`src/rtl/lcs_pkg.sv`:
```
// Shared types and constants for the line centroid steering block.
package lcs_pkg;

	// Configuration register indexes.
	localparam logic [2:0] REG_KP_GAIN    = 3'd0;
	localparam logic [2:0] REG_BASE_SPEED = 3'd1;
	localparam logic [2:0] REG_CORNER     = 3'd2;
	localparam logic [2:0] REG_WIDE_COUNT = 3'd3;
	localparam logic [2:0] REG_TURN_LIMIT = 3'd4;

	// Action codes of a result beat.
	localparam logic [2:0] ACT_DRIVE   = 3'd0;
	localparam logic [2:0] ACT_REVERSE = 3'd1;
	localparam logic [2:0] ACT_LEFT    = 3'd2;
	localparam logic [2:0] ACT_RIGHT   = 3'd3;
	localparam logic [2:0] ACT_CAL     = 3'd4;

	// Field widths.
	localparam int ERR_W  = 15;
	localparam int CNT_W  = 9;
	localparam int PIX_W  = 8;
	localparam int DRV_W  = 9;
	localparam int KP_W   = 10;
	localparam int LIM_W  = 14;
	localparam int CFG_W  = 14;

	// Saturation limits of the row accumulators.
	localparam int ERR_MAX = 16383;
	localparam int ERR_MIN = -16384;
	localparam logic [CNT_W-1:0] CNT_MAX = '1;

	// Depth of the row summary queue.
	localparam int QUEUE_DEPTH = 2;

	// Register reset values.
	localparam logic [KP_W-1:0]         KP_RESET     = 10'd90;
	localparam logic signed [DRV_W-1:0] BASE_RESET   = -9'sd50;
	localparam logic [CNT_W-1:0]        WIDE_RESET   = 9'd300;
	localparam logic [LIM_W-1:0]        LIMIT_RESET  = 14'd150;

	// Configuration values as seen by the back end.
	typedef struct packed {
		logic [KP_W-1:0]         kp_gain;
		logic signed [DRV_W-1:0] base_speed;
		logic                    corner_mode;
		logic [CNT_W-1:0]        wide_count;
		logic [LIM_W-1:0]        turn_error_limit;
	} lcs_cfg_t;

	// Summary of one finished row, passed from front to back.
	typedef struct packed {
		logic                    cal;
		logic [PIX_W-1:0]        thr;
		logic signed [ERR_W-1:0] err;
		logic [CNT_W-1:0]        cnt;
	} lcs_rec_t;

endpackage

```
`src/rtl/lcs_front.sv`:
```
// Pixel front end: calibration, white pixel classification and row accumulation.
module lcs_front #(
	parameter int ROW_WIDTH     = 320,
	parameter int CENTER_COLUMN = 160
) (
	input  logic                      clk,
	input  logic                      arst_n,
	input  logic                      beat,
	input  logic [lcs_pkg::PIX_W-1:0] pixel,
	input  logic                      row_end,
	output logic                      push,
	output lcs_pkg::lcs_rec_t         push_rec
);
	import lcs_pkg::*;

	localparam int COL_W  = (ROW_WIDTH > 1) ? $clog2(ROW_WIDTH) : 1;
	localparam int CTR_W  = $clog2(CENTER_COLUMN + 1);
	localparam int DIFF_W = ((COL_W > CTR_W) ? COL_W : CTR_W) + 1;
	localparam int SUM_W  = ((DIFF_W > ERR_W) ? DIFF_W : ERR_W) + 1;
	localparam logic [COL_W-1:0] COL_LAST = COL_W'(ROW_WIDTH - 1);

	logic [PIX_W-1:0]        thr_q;
	logic                    cal_q;
	logic [PIX_W-1:0]        max_q;
	logic [PIX_W-1:0]        min_q;
	logic signed [ERR_W-1:0] err_q;
	logic [CNT_W-1:0]        cnt_q;
	logic [COL_W-1:0]        col_q;

	logic [PIX_W-1:0]        max_n;
	logic [PIX_W-1:0]        min_n;
	logic [PIX_W-1:0]        thr_new;
	logic [PIX_W:0]          mm_sum;
	logic                    white;
	logic signed [DIFF_W-1:0] diff;
	logic signed [SUM_W-1:0]  sum;
	logic signed [ERR_W-1:0] err_n;
	logic [CNT_W-1:0]        cnt_n;

	// Per-pixel updates of the row statistics.
	always_comb begin
		max_n   = (pixel > max_q) ? pixel : max_q;
		min_n   = (pixel < min_q) ? pixel : min_q;
		mm_sum  = {1'b0, max_n} + {1'b0, min_n};
		thr_new = mm_sum[PIX_W:1];
		white   = cal_q && (pixel > thr_q);
		diff    = $signed(DIFF_W'(col_q)) - $signed(DIFF_W'(CENTER_COLUMN));
		sum     = SUM_W'(err_q) + SUM_W'(diff);
		err_n   = err_q;
		cnt_n   = cnt_q;
		if (white) begin
			if (sum > SUM_W'(ERR_MAX)) begin
				err_n = ERR_W'(ERR_MAX);
			end else if (sum < SUM_W'(ERR_MIN)) begin
				err_n = ERR_W'(ERR_MIN);
			end else begin
				err_n = ERR_W'(sum);
			end
			if (cnt_q != CNT_MAX) begin
				cnt_n = cnt_q + 1'b1;
			end
		end
	end

	// Row summary handed to the queue on the last pixel.
	assign push          = beat && row_end;
	assign push_rec.cal  = !cal_q;
	assign push_rec.thr  = cal_q ? thr_q : thr_new;
	assign push_rec.err  = err_n;
	assign push_rec.cnt  = cnt_n;

	// Row accumulators and calibration state.
	always_ff @(posedge clk or negedge arst_n) begin
		if (!arst_n) begin
			thr_q <= '0;
			cal_q <= 1'b0;
			max_q <= '0;
			min_q <= '1;
			err_q <= '0;
			cnt_q <= '0;
			col_q <= '0;
		end else if (beat) begin
			if (row_end) begin
				if (!cal_q) begin
					thr_q <= thr_new;
					cal_q <= 1'b1;
				end
				max_q <= '0;
				min_q <= '1;
				err_q <= '0;
				cnt_q <= '0;
				col_q <= '0;
			end else begin
				if (!cal_q) begin
					max_q <= max_n;
					min_q <= min_n;
				end
				err_q <= err_n;
				cnt_q <= cnt_n;
				if (col_q < COL_LAST) begin
					col_q <= col_q + 1'b1;
				end
			end
		end
	end

endmodule

```
`src/rtl/lcs_queue.sv`:
```
// Short queue of row summaries between the front end and the back end.
module lcs_queue (
	input  logic              clk,
	input  logic              arst_n,
	input  logic              push,
	input  lcs_pkg::lcs_rec_t push_rec,
	output logic              full,
	output logic              pop_valid,
	output lcs_pkg::lcs_rec_t pop_rec,
	input  logic              pop
);
	import lcs_pkg::*;

	localparam int PTR_W = (QUEUE_DEPTH > 1) ? $clog2(QUEUE_DEPTH) : 1;
	localparam logic [PTR_W-1:0] PTR_LAST = PTR_W'(QUEUE_DEPTH - 1);

	lcs_rec_t         mem_q [QUEUE_DEPTH];
	logic [PTR_W-1:0] wr_q;
	logic [PTR_W-1:0] rd_q;
	logic [PTR_W:0]   count_q;

	assign full      = (count_q == (PTR_W+1)'(QUEUE_DEPTH));
	assign pop_valid = (count_q != '0);
	assign pop_rec   = mem_q[rd_q];

	// Storage for queued summaries.
	always_ff @(posedge clk) begin
		if (push) begin
			mem_q[wr_q] <= push_rec;
		end
	end

	// Pointers and fill count.
	always_ff @(posedge clk or negedge arst_n) begin
		if (!arst_n) begin
			wr_q    <= '0;
			rd_q    <= '0;
			count_q <= '0;
		end else begin
			if (push) begin
				wr_q <= (wr_q == PTR_LAST) ? '0 : wr_q + 1'b1;
			end
			if (pop) begin
				rd_q <= (rd_q == PTR_LAST) ? '0 : rd_q + 1'b1;
			end
			if (push && !pop) begin
				count_q <= count_q + 1'b1;
			end else if (pop && !push) begin
				count_q <= count_q - 1'b1;
			end
		end
	end

`ifndef SYNTHESIS
	a_no_push_full: assert property (@(posedge clk) disable iff (!arst_n)
		push |-> !full) else $error("row summary pushed into a full queue");
	a_no_pop_empty: assert property (@(posedge clk) disable iff (!arst_n)
		pop |-> pop_valid) else $error("row summary popped from an empty queue");
	a_count_range: assert property (@(posedge clk) disable iff (!arst_n)
		count_q <= (PTR_W+1)'(QUEUE_DEPTH)) else $error("queue count beyond depth");
`endif

endmodule

```
`src/rtl/lcs_back.sv`:
```
// Steering back end: action choice, iterative divide, gain multiply and drive output.
module lcs_back (
	input  logic              clk,
	input  logic              arst_n,
	input  lcs_pkg::lcs_cfg_t cfg,
	input  logic              rec_valid,
	input  lcs_pkg::lcs_rec_t rec,
	output logic              rec_pop,
	output logic              m_tvalid,
	input  logic              m_tready,
	output logic [39:0]       m_tdata
);
	import lcs_pkg::*;

	localparam logic [2:0] ST_IDLE = 3'd0;
	localparam logic [2:0] ST_DIV  = 3'd1;
	localparam logic [2:0] ST_MUL  = 3'd2;
	localparam logic [2:0] ST_SUM  = 3'd3;
	localparam logic [2:0] ST_FIN  = 3'd4;

	localparam int QUO_W  = ERR_W + 1;
	localparam int PROD_W = QUO_W + KP_W + 1;
	localparam int ACC_W  = PROD_W + 1;
	localparam int TR_W   = ACC_W - 8;
	localparam int STEP_W = $clog2(ERR_W);

	logic [2:0]              state_q;
	lcs_rec_t                rec_q;
	logic [2:0]              act_q;
	logic [ERR_W-1:0]        dvd_q;
	logic [CNT_W-1:0]        rem_q;
	logic [ERR_W-1:0]        quo_q;
	logic                    neg_q;
	logic [STEP_W-1:0]       step_q;
	logic signed [PROD_W-1:0] prod_q;
	logic signed [ACC_W-1:0] lsum_q;
	logic signed [ACC_W-1:0] rsum_q;

	logic                    out_valid_q;
	logic [2:0]              out_act_q;
	logic signed [DRV_W-1:0] out_left_q;
	logic signed [DRV_W-1:0] out_right_q;
	logic [PIX_W-1:0]        out_thr_q;
	logic [CNT_W-1:0]        out_cnt_q;

	logic signed [ERR_W:0]   err_w;
	logic signed [ERR_W:0]   lim_w;
	logic                    wide;
	logic [2:0]              act_pick;
	logic [ERR_W-1:0]        mag;
	logic [CNT_W:0]          trial;
	logic                    fits;
	logic signed [QUO_W-1:0] quo_s;
	logic signed [ACC_W-1:0] base_sh;
	logic                    out_free;
	logic signed [DRV_W-1:0] base_sat;
	logic signed [DRV_W-1:0] left_fin;
	logic signed [DRV_W-1:0] right_fin;

	// Divide by 256 toward zero, then clamp to the drive range.
	function automatic logic signed [DRV_W-1:0] drive_of(input logic signed [ACC_W-1:0] v);
		logic signed [ACC_W-1:0] adj;
		logic signed [TR_W-1:0]  t;
		adj = v[ACC_W-1] ? v + ACC_W'(255) : v;
		t   = TR_W'(adj >>> 8);
		if (t > TR_W'(255)) begin
			return DRV_W'(255);
		end else if (t < TR_W'(-255)) begin
			return DRV_W'(-255);
		end else begin
			return DRV_W'(t);
		end
	endfunction

	// Action choice for an incoming summary.
	always_comb begin
		err_w = (ERR_W+1)'(rec.err);
		lim_w = $signed({2'b00, cfg.turn_error_limit});
		wide  = cfg.corner_mode && (rec.cnt > cfg.wide_count);
		if (rec.cal) begin
			act_pick = ACT_CAL;
		end else if (rec.cnt == '0) begin
			act_pick = ACT_REVERSE;
		end else if (wide && (err_w < -lim_w)) begin
			act_pick = ACT_LEFT;
		end else if (wide && (err_w > lim_w)) begin
			act_pick = ACT_RIGHT;
		end else begin
			act_pick = ACT_DRIVE;
		end
		mag = rec.err[ERR_W-1] ? ERR_W'(~rec.err + 1'b1) : ERR_W'(rec.err);
	end

	// One restoring divide step and the datapath around it.
	always_comb begin
		trial     = {rem_q, dvd_q[ERR_W-1]};
		fits      = (trial >= {1'b0, rec_q.cnt});
		quo_s     = neg_q ? -$signed({1'b0, quo_q}) : $signed({1'b0, quo_q});
		base_sh   = ACC_W'(cfg.base_speed) <<< 8;
		base_sat  = (cfg.base_speed < DRV_W'(-255)) ? DRV_W'(-255) : cfg.base_speed;
		out_free  = !out_valid_q || m_tready;
		if (act_q == ACT_DRIVE) begin
			left_fin  = drive_of(lsum_q);
			right_fin = drive_of(rsum_q);
		end else if (act_q == ACT_CAL) begin
			left_fin  = '0;
			right_fin = '0;
		end else begin
			left_fin  = base_sat;
			right_fin = base_sat;
		end
	end

	assign rec_pop = (state_q == ST_IDLE) && rec_valid;

	// Sequencer for one row summary.
	always_ff @(posedge clk or negedge arst_n) begin
		if (!arst_n) begin
			state_q <= ST_IDLE;
			step_q  <= '0;
		end else begin
			unique case (state_q)
				ST_IDLE: begin
					if (rec_valid) begin
						state_q <= (act_pick == ACT_DRIVE) ? ST_DIV : ST_FIN;
						step_q  <= STEP_W'(ERR_W - 1);
					end
				end
				ST_DIV: begin
					if (step_q == '0) begin
						state_q <= ST_MUL;
					end
					step_q <= step_q - 1'b1;
				end
				ST_MUL:  state_q <= ST_SUM;
				ST_SUM:  state_q <= ST_FIN;
				ST_FIN: begin
					if (out_free) begin
						state_q <= ST_IDLE;
					end
				end
				default: state_q <= ST_IDLE;
			endcase
		end
	end

	// Datapath registers of the sequencer.
	always_ff @(posedge clk) begin
		unique case (state_q)
			ST_IDLE: begin
				if (rec_valid) begin
					rec_q <= rec;
					act_q <= act_pick;
					dvd_q <= mag;
					rem_q <= '0;
					quo_q <= '0;
					neg_q <= rec.err[ERR_W-1];
				end
			end
			ST_DIV: begin
				dvd_q <= {dvd_q[ERR_W-2:0], 1'b0};
				quo_q <= {quo_q[ERR_W-2:0], fits};
				rem_q <= fits ? CNT_W'(trial - {1'b0, rec_q.cnt}) : CNT_W'(trial);
			end
			ST_MUL: begin
				prod_q <= PROD_W'(quo_s * $signed({1'b0, cfg.kp_gain}));
			end
			ST_SUM: begin
				lsum_q <= base_sh - ACC_W'(prod_q);
				rsum_q <= base_sh + ACC_W'(prod_q);
			end
			default: begin
			end
		endcase
	end

	// Output register; a finished result waits here while the next row is worked.
	always_ff @(posedge clk or negedge arst_n) begin
		if (!arst_n) begin
			out_valid_q <= 1'b0;
		end else if ((state_q == ST_FIN) && out_free) begin
			out_valid_q <= 1'b1;
		end else if (m_tready) begin
			out_valid_q <= 1'b0;
		end
	end

	always_ff @(posedge clk) begin
		if ((state_q == ST_FIN) && out_free) begin
			out_act_q   <= act_q;
			out_left_q  <= left_fin;
			out_right_q <= right_fin;
			out_thr_q   <= rec_q.thr;
			out_cnt_q   <= (act_q == ACT_CAL) ? '0 : rec_q.cnt;
		end
	end

	assign m_tvalid = out_valid_q;
	assign m_tdata  = {2'b00, out_cnt_q, out_thr_q, out_right_q, out_left_q, out_act_q};

`ifndef SYNTHESIS
	a_div_nonzero: assert property (@(posedge clk) disable iff (!arst_n)
		(state_q == ST_DIV) |-> (rec_q.cnt != '0)) else $error("divide by zero count");
	a_pop_idle: assert property (@(posedge clk) disable iff (!arst_n)
		rec_pop |=> (state_q == ST_DIV) || (state_q == ST_FIN))
		else $error("summary taken without starting work");
`endif

endmodule

```
`src/rtl/line_centroid_steering.sv`:
```
// Path: a drive result passes the queue hand-off, 15 divide steps, multiply, sum and the
// output register; other actions skip the divide, multiply and sum; output stalls add delay.
// Throughput: one pixel per cycle while the two-entry summary queue has room; the
// back end works one row summary at a time and takes the next only once back in idle.
// Reset: arst_n clears all control state and loads the register defaults; the first
// row after reset calibrates the white threshold.
module line_centroid_steering #(
	parameter int ROW_WIDTH     = 320,
	parameter int CENTER_COLUMN = 160
) (
	input  logic        clk,
	input  logic        arst_n,
	input  logic        s_tvalid,
	output logic        s_tready,
	input  logic [7:0]  s_tdata,   // pixel[7:0]
	input  logic        s_tlast,   // row_end
	output logic        m_tvalid,
	input  logic        m_tready,
	output logic [39:0] m_tdata,   // action[2:0], left_drive[11:3], right_drive[20:12],
	                               // threshold_out[28:21], white_seen[37:29]
	input  logic        cfg_valid,
	output logic        cfg_ready,
	input  logic [2:0]  cfg_index,
	input  logic [13:0] cfg_data
);
	import lcs_pkg::*;

	lcs_cfg_t cfg_q;
	lcs_rec_t push_rec;
	lcs_rec_t pop_rec;
	logic     full;
	logic     push;
	logic     pop_valid;
	logic     pop;
	logic     beat;

	assign cfg_ready = 1'b1;
	assign s_tready  = !full;
	assign beat      = s_tvalid && s_tready;

	// Configuration registers.
	always_ff @(posedge clk or negedge arst_n) begin
		if (!arst_n) begin
			cfg_q.kp_gain          <= KP_RESET;
			cfg_q.base_speed       <= BASE_RESET;
			cfg_q.corner_mode      <= 1'b1;
			cfg_q.wide_count       <= WIDE_RESET;
			cfg_q.turn_error_limit <= LIMIT_RESET;
		end else if (cfg_valid && cfg_ready) begin
			unique case (cfg_index)
				REG_KP_GAIN:    cfg_q.kp_gain          <= cfg_data[KP_W-1:0];
				REG_BASE_SPEED: cfg_q.base_speed       <= cfg_data[DRV_W-1:0];
				REG_CORNER:     cfg_q.corner_mode      <= cfg_data[0];
				REG_WIDE_COUNT: cfg_q.wide_count       <= cfg_data[CNT_W-1:0];
				REG_TURN_LIMIT: cfg_q.turn_error_limit <= cfg_data[LIM_W-1:0];
				default: begin
				end
			endcase
		end
	end

	lcs_front #(
		.ROW_WIDTH     (ROW_WIDTH),
		.CENTER_COLUMN (CENTER_COLUMN)
	) u_front (
		.clk      (clk),
		.arst_n   (arst_n),
		.beat     (beat),
		.pixel    (s_tdata),
		.row_end  (s_tlast),
		.push     (push),
		.push_rec (push_rec)
	);

	lcs_queue u_queue (
		.clk       (clk),
		.arst_n    (arst_n),
		.push      (push),
		.push_rec  (push_rec),
		.full      (full),
		.pop_valid (pop_valid),
		.pop_rec   (pop_rec),
		.pop       (pop)
	);

	lcs_back u_back (
		.clk       (clk),
		.arst_n    (arst_n),
		.cfg       (cfg_q),
		.rec_valid (pop_valid),
		.rec       (pop_rec),
		.rec_pop   (pop),
		.m_tvalid  (m_tvalid),
		.m_tready  (m_tready),
		.m_tdata   (m_tdata)
	);

endmodule

```
`config.mk`:
```
export PLATFORM = sky130hd
export DESIGN_NAME = line_centroid_steering
export DESIGN_NICKNAME = d
export VERILOG_FILES = /design/src/rtl/lcs_pkg.sv /design/src/rtl/lcs_front.sv /design/src/rtl/lcs_queue.sv /design/src/rtl/lcs_back.sv /design/src/rtl/line_centroid_steering.sv
export SDC_FILE = /design/constraint.sdc
export NUM_CORES = 1
export LEC_CHECK = 0
export BUFFER_PORTS_ARGS = -buffer_cell sky130_fd_sc_hd__buf_2
export CAP_MARGIN = 20
export CORE_MARGIN = 2
export CORE_UTILIZATION = 69
export DETAILED_ROUTE_END_ITERATION = 8
export GPL_TIMING_DRIVEN = 0
export PLACE_DENSITY = 0.91
export RECOVER_POWER = 100
export SYNTH_ARGS = -nofsm -noshare
export SYNTH_HDL_FRONTEND = slang
export SYNTH_SLANG_ARGS = --single-unit
```
`constraint.sdc`:
```
create_clock -name clk -period 16.5 [get_ports clk]
set_input_delay 1.65 -clock clk [delete_from_list [all_inputs] [get_ports clk]]
set_output_delay 1.65 -clock clk [all_outputs]
set_load 0.01 [all_outputs]
```
Word level (Yosys, flattened, before mapping)
Memory sizes are Yosys's and may differ from the RTL's.
Index checks and enable logic that the tools add are counted.
{"block": "word_totals", "ram_bits": 66, "register_bits": 294, "elab_cells": 176, "output_inout_bits": 43, "n_memories": 1}
{"name": "u_queue.mem_q", "words": 2, "word_bits": 33, "read_ports": 1, "rd_ports_with_merged_regs": 0, "wr": 1, "line_no": "lcs_queue.sv:17", "source": "lcs_rec_t mem_q [QUEUE_DEPTH];"}
{"block": "classes", "n_mul": 1, "n_eq_ne": 15, "bitwise": 1, "n_reduce_logical": 38, "order_cmp": 15, "n_addsub": 18, "muxes": 54}
{"operator": "$mux W9", "n": 15}
{"operator": "$mux W15", "n": 7}
{"operator": "$pmux W15 S2", "n": 2}
{"operator": "$add A28 B9 Y28 const B", "n": 2}
{"operator": "$mux W28", "n": 2}
{"operator": "$mux W8", "n": 7}
{"operator": "$gt A20 B9 Y1 const B", "n": 2}
{"operator": "$lt A20 B9 Y1 const B", "n": 2}
{"operator": "$add A17 B27 Y28", "n": 1}
{"operator": "$sub A17 B27 Y28", "n": 1}
{"operator": "$mul A16 B11 Y27", "n": 1}
{"operator": "$mux W3", "n": 7}
{"operator": "$reduce_and A2 Y1", "n": 10}
{"operator": "$add A9 B1 Y9 const B", "n": 2}
{"operator": "$lt A9 B9 Y1 const B", "n": 2}
{"operator": "$pmux W9 S2", "n": 1}
{"operator": "$add A15 B10 Y16", "n": 1}
{"operator": "$gt A16 B15 Y1 const B", "n": 1}
{"operator": "$gt A8 B8 Y1", "n": 2}
{"operator": "$lt A15 B16 Y1", "n": 1}
{"operator": "$lt A16 B15 Y1 const B", "n": 1}
{"operator": "$mux W16", "n": 1}
{"operator": "$neg A14 Y16", "n": 1}
{"operator": "$neg A15 Y16", "n": 1}
{"operator": "33 further kinds", "n": 69}

Longest topological paths before layout
Gate-level depths: netlist of the first run.
An unclocked memory read counts as a cell.
{"block": "logic_depth", "depth_word": 12, "depth_mapped": 26, "ltp_nobuf": 25}

Modules after synthesis
A second synthesis of the first run with hierarchy kept.
{"block": "unflattened", "hier_cells": 2561, "area_unflattened_um2": 26601.8}
{"module": "lcs_back", "area_each_um2": 17260.3, "cells_per_inst": 1749, "n_inst": 1}
{"module": "lcs_front", "area_each_um2": 4877.2, "cells_per_inst": 594, "n_inst": 1}
{"module": "lcs_queue", "area_each_um2": 2722.6, "cells_per_inst": 119, "n_inst": 1}
{"module": "line_centroid_steering", "area_each_um2": 1741.7, "cells_per_inst": 99, "n_inst": 1}

Worst setup path after synthesis of the first run
OpenSTA, ideal clock, no wires.
{"block": "synth_timing", "path_kind": "register to register", "from": "reg u_back.quo_q[5]", "to": "reg u_back.prod_q[26] (data pin)", "path_slack_ps": 9541, "stages_incl_launch_ff": 25, "arrival_ps": 6692, "required_time_ps": 16232, "synth_period_minus_slack_ps": 6959, "path_cell_list": "edfxtp_1 > or4_1 > nor4_1 > nand2b_1 > or2_1 > o21ai_1 > xnor2_1 > nand2_1 > fa_1 > inv_1 > fa_1 > fa_1 > fa_1 > inv_1 > fa_1 > inv_1 > ha_1 > and4_1 > and3_1 > a211oi_1 > nor3b_1 > a21oi_1 > a21o_1 > o41ai_1 > xnor2_1"}
{"block": "synth_between", "elab_chain_cells": 3}
{"item": "start, declared", "line_no": "lcs_back.sv:32", "source": "logic [ERR_W-1:0] quo_q;"}
{"item": "start signal, assigned", "line_no": "lcs_back.sv:162", "source": "quo_q <= {quo_q[ERR_W-2:0], fits};"}
{"item": "$neg A15 Y16", "line_no": "lcs_back.sv:98", "source": "quo_s = neg_q ? -$signed({1'b0, quo_q}) : $signed({1'b0, quo_q});"}
{"item": "$mux W16 *", "line_no": "lcs_back.sv:98"}
{"item": "$mul A16 B11 Y27 *", "line_no": "lcs_back.sv:166", "source": "prod_q <= PROD_W'(quo_s * $signed({1'b0, cfg.kp_gain}));"}
{"item": "end signal, assigned", "line_no": "lcs_back.sv:166"}
{"item": "end, declared", "line_no": "lcs_back.sv:35", "source": "logic signed [PROD_W-1:0] prod_q;"}
Every way passes the cells marked *; elsewhere a longest branch is shown, timed or not.
A chain may end at the register's enable or synchronous reset.

Final worst setup path of the first run
{"block": "layout_timing", "from": "reg u_back.quo_q[0]", "to": "reg u_back.prod_q[26] (data pin)"}
The elaborated chain is that of the path after synthesis.

==> results of run 1 <==
[state kept, by name, indices dropped and copies added (netlist names), 9 cells and up]
| signal | count |
|---|---|
| u_back.rec_q | 17 |
| u_back.rsum_q | 28 |
| u_back.dvd_q | 15 |
| u_front.err_q | 15 |
| u_front.col_q | 9 |
| u_front.cnt_q | 9 |
| u_back.out_cnt_q | 9 |
| u_back.prod_q | 27 |
| u_queue.mem_q | 66 |
| u_back.lsum_q | 27 |
| u_back.out_left_q | 9 |
| u_back.out_right_q | 9 |
| u_back.rem_q | 9 |
| u_back.quo_q | 15 |
| cfg_q | 43 |
[per-layer routing]
| metal | vias up | track usage, % |
|---|---|---|
| li1 | 9118 | - |
| met4 | 0 | 12.7 |
| met1 | 9720 | 42.0 |
| met3 | 219 | 5.88 |
| met2 | 1100 | 54.0 |
| met5 | - | 0 |
[worst max-delay path, cell delays in order, from the launching register on]
cell and delay, ps:
edfxtp_1 520, clkbuf_1 440, inv_1 130, ha_1 240, nand2b_1 150, nand2b_1 160, or2_0 140, o21ai_0 120
xnor2_1 920, nand2_1 180, fa_1 530, inv_1 50, fa_1 520, fa_1 450, fa_1 550, inv_1 60
fa_1 530, inv_1 40, ha_1 330, and4_1 250, and3_1 210, a211oi_1 330, nor3b_1 300, a21oi_1 160
a21o_1 220, o41ai_1 330, xnor2_1 210
[metrics by stage]
| stage | worst slack [ps] | std cells |
|---|---|---|
| after CTS | 8460 | 3239 |
| final | 8130 | 3241 |
| after detailed placement | 8470 | 3170 |
| after global routing | 7830 | 3241 |
| after floorplan | 9540 | 2581 |
| after global placement | 8760 | 3162 |
[final timing paths]
| path | from | endpoint | slack [ps] | cells after the start |
|---|---|---|---|---|
| max | u_back.quo_q[0] | u_back.prod_q[26] | 8130 | 26 |
| min | u_back.rec_q[27] | u_back.out_thr_q[3] | 420 | 0 |
| max reg2reg | u_back.quo_q[0] | u_back.prod_q[26] | 8130 | 26 |
| min reg2reg | u_back.rec_q[27] | u_back.out_thr_q[3] | 420 | 0 |
| max in group asynchronous | arst_n | u_back.state_q[1] | 9780 | 2 |
| min in group asynchronous | arst_n | u_front.err_q[10] | 1440 | 1 |
[cell usage in the layout, fill, tap and decap left out, types with 86 or more instances in the layout]
master and n:
fa_1 149, a21oi_1 114, edfxtp_1 246, nand2_1 271, nor2_1 138, ha_1 203, o21ai_0 135, inv_1 346
dfrtp_1 86, xnor2_1 110, clkbuf_1 113
[cell families after synthesis]
group / Yosys count
AOI/OAI and AO/OA: 483
DFF: 359
muxes: 91
xor gates and xnor gates: 145
adders and majority gates: 352
other: 2
and+or+nand+nor: 734
buffers and inverters: 414
[final cells by class]
cell class | count | area share (%)
Multi-Input combinational cell | 1808 | 50.6
Sequential cell | 359 | 36.1
Inverter | 357 | 4.72
Clock buffer | 52 | 3.74
Tap cell | 511 | 2.25
Timing Repair Buffer | 80 | 1.16
Buffer | 57 | 0.815
Clock inverter | 17 | 0.678
==> metrics.txt, run 1 <==
Ports=74; Final Cell Area=0.0284 sq mm; largest family of logic cells by synthesized area=adder cells; Compound-Gate Fraction of Synth Area=11.7%; Worst setup EP type=flip-flop; Area Growth Syn to Fin=8.25%; Synth area leader=edfxtp_1; number of fillers in the final layout=2,342; Post-CTS Setup Bufs=0; die extent in x=199 microns; IO buf count=70; grt ovf=0; TritonCTS Sinks=359; most frequent cells after synthesis=345 x inv_1, 271 x nand2_1, 246 x edfxtp_1; mean routed wirelength per cell=19.3 microns; first-pass GRT wire length=101 mm; vias in the first global route=20.5k; total vias in the final route=20.2k; clk slew on worst S/H paths=60 ps; CP required=16,770 ps; H-tree levels=2; RePlAce Congestion=0.950; asr flop ratio synth=31.5%; CP Class=flip-flop to flip-flop; top sig layer=met4; worst-path fanout max=10; Rows=71; Starting Density=69.8%; cts hold-fix bufs=0; Yosys warning count=0; outcome=finished, violations left; Multi-input gate area=0.0144 sq mm; adder-cell share of the synthesized area=21.0%; clock latency on the worst-skew pair=560 ps; die height=199 microns; period utilisation layout=50.7%; DRC Markers=0; mapped cell area=0.0262 sq mm; measured slew at the worst slew-check pin=4830 ps; layout cell share with drive strength beyond 1=6.41%; DR pass1 iterations=6; Nets=3,084; n_diodes=0; metal2 WL=29.6 mm; Worst slew margin=-222%; CTS buffer count=38; core area=0.0376 sq mm; Fin Hold WS=421 ps; final core utilization=75.6%; CTS-repair resized insts=0; failing checks=max-capacitance violations, max-slew violations; largest net degree at the start of global routing=88; Synth cell types=86; antenna-violating nets left=0; RSZ-0062 raised after global routing=no; sequential fraction of the synthesis area=39.1%; Cell Area, Placed=0.0274 sq mm; WP data arrival=8640 ps; dpl hpwl=46.2 mm; Iteration-0 DRC Markers=1,914; final WL=62.4 mm; Synth top area share=28.1%; Post-Route Setup TNS=0 ps; Global Route Usage Sum=32.3%; Met1 Wirelength=24.9 mm; initial antenna violation count=1; fin crit period=8370 ps; Area contributors post-synth=edfxtp_1 28%, fa_1 11%, ha_1 9.7%; Max Buffers Root-to-Sink=3; synthesis-stage register bit count=359; fmax=119 MHz; # setup viols final=0; Slew Viols, Final=254; mean post-synth cell area=10.2 sq um; Final Hold Vio Count=0; FF/Latch Area=0.0102 sq mm; post-synthesis xor/xnor area fraction=4.84%; Post-synth EDFFs=246; startpoint type of the worst setup path=flip-flop; CTS root buffer=clkbuf_16; post-synthesis cell count=2,580; worst hold path class=flip-flop to flip-flop; die area=0.0396 sq mm; met3 wire length=5.72 mm; ys flop type=edfxtp_1; Max Cap Viol=6; post-synthesis simple-gate area fraction=13.5%; most frequent cell after synthesis=inv_1; Worst Skew=23.3 ps; Vias/cell=6.22; CTS tree=yes; mux cell area share after synthesis=3.84%
Power of run 1 is left out: the tool's default activity adds up to more than one toggle a clock period on the data nets, which glitch-free logic cannot reach.
==> run 2, diff against run 1 <==
- CORE_UTILIZATION: 69 -> 64
- PLACE_DENSITY: 0.91 -> 0.86
- clock period: 16.5 -> 7.8 ns (I/O delays scaled with it)
==> run 2 against run 1 <==
Net effect: the run still ends with max-capacitance violations, max-slew violations left; design area rose by 0.59%; fmax rose by 10%; critical path depth is 1 lower; core utilization decreased by 5.3 points; cell count grew 0.68%; register-to-register slack worse by 7900 ps; critical path type unchanged; via count down 2.7%.
==> metrics.txt, run 2 (synthesis gave the netlist of run 1 again) <==
outcome=finished, violations left; failing checks=max-capacitance violations, max-slew violations; measured slew at the worst slew-check pin=4010 ps; fin crit period=7610 ps; dpl hpwl=45.0 mm; period utilisation layout=97.6%; CP Class=flip-flop to flip-flop; Starting Density=64.6%; Global Route Usage Sum=28.5%; dpl ws=-272 ps; Slew Viols, Final=190; initial antenna violation count=2; DRC Markers=0; FF-to-FF Start=u_back.quo_q[6]; Ports=74; Final Hold Vio Count=0; largest net degree at the start of global routing=71; grt ovf=0; RSZ-0062 raised after global routing=yes; Worst setup EP type=flip-flop; cts hold-fix bufs=0; CTS tree=yes; Worst R2R Path Depth=25; FF/Latch Area=0.0102 sq mm; Top cell by count, worst path=fa_1; r2r endpoint=u_back.prod_q[26]; startpoint type of the worst setup path=flip-flop; first-pass GRT wire length=96.2 mm; Vias/cell=6.01; CTS buffer count=37; layout cell share with drive strength beyond 1=7.62%; H-tree levels=2; FF-to-FF setup slack=190 ps; CTS root buffer=clkbuf_16; total vias in the final route=19.6k; Worst Skew=10.9 ps; n_diodes=0; # setup viols final=0; die height=207 microns; Iteration-0 DRC Markers=1,634; mean routed wirelength per cell=18.2 microns; commonest non-fill, non-tap cell in the layout=inv_1; fmax=131 MHz; CP peak stage delay=640 ps; core area=0.0406 sq mm; Hold Crit Start=u_back.rec_q[27]; DR pass1 iterations=6; CP required=8060 ps; Area Growth Syn to Fin=8.90%; die area=0.0426 sq mm; most frequent cells in the layout=345 x inv_1, 271 x nand2_1, 246 x edfxtp_1; Rows=74; max FFs per register=66; WP data arrival=7870 ps; Largest regs=u_queue.mem_q: 66 flops, cfg_q: 43 flops, u_back.rsum_q: 28 flops; antenna-violating nets left=0; RePlAce Congestion=0.929; Multi-input gate area=0.0145 sq mm; Max Buffers Root-to-Sink=3; TritonCTS Sinks=359; final core utilization=70.3%; clk slew on worst S/H paths=60 ps; final worst setup slack=189 ps; Nets=3,086; worst hold path class=flip-flop to flip-flop; Critical-path top delay cell=or4_1; Hold Path End=u_back.out_thr_q[3]; number of fillers in the final layout=2,856; IO buf count=70; vias in the first global route=19.6k; Worst slew margin=-167%; Post-Route Setup TNS=0 ps; worst-path fanout max=5; Max Cap Viol=5; Biggest register=u_queue.mem_q; die extent in x=207 microns; final WL=59.5 mm; clock latency on the worst-skew pair=550 ps; hold depth=0
[run 2: repair_timing]
action / CTS / global route
setup endpoints to repair: 4 / 5
hold endpoints to repair: 0 / 0
pin swaps: 1 / 1
buffers inserted: 3 / 0
gates resized for setup: 5 / 12
[run 2: worst max path at each step]
stage                               start                end  slack, ps
after floorplan           u_back.quo_q[5]  u_back.prod_q[26]        840
after global placement    u_back.quo_q[0]  u_back.prod_q[26]        -60
after detailed placement  u_back.quo_q[0]  u_back.prod_q[26]       -270
after CTS                 u_back.quo_q[0]  u_back.prod_q[26]         40
after global routing      u_back.quo_q[6]  u_back.prod_q[26]        -90
final                     u_back.quo_q[6]  u_back.prod_q[26]        190
[run 2: cell type report]
| cell class | instances | area share, % |
|---|---|---|
| repair buffers | 83 | 1.37 |
| inverters | 357 | 4.69 |
| well taps | 532 | 2.33 |
| flip-flops and latches | 359 | 35.9 |
| clock buffers | 46 | 3.57 |
| multi-input cells | 1808 | 50.6 |
| plain buffers | 57 | 0.814 |
| clock inverters | 21 | 0.731 |
[run 2: worst max-delay path, delay by kind of cell, from the launching register on]
family | cells | cell delay, ps
fa+ha+maj | 6 | 2950
simple gates | 8 | 2050
compound gates | 5 | 1210
flops | 1 | 450
xor+xnor | 2 | 350
buf+inv | 4 | 330
[run 2: stage by stage]
step                hold slack [ps]  cell area [sq um]  std cells
floorplan                       400              26200       2581
global placement                403              27300       3183
detailed placement              407              27400       3192
CTS                             154              28700       3262
global route                    425              28600       3263
finish                          420              28600       3263
[run 2: metal layers]
| metal | track usage (%) | vias up | part of all wire [%] |
|---|---|---|---|
| met5 | 0 | - | 0 |
| met2 | 46.9 | 822 | 47 |
| li1 | - | 9117 | - |
| met1 | 38.7 | 9519 | 42 |
| met4 | 9.01 | 0 | 2.7 |
| met3 | 4.76 | 145 | 8.0 |
Power of run 2 is left out for the same reason.
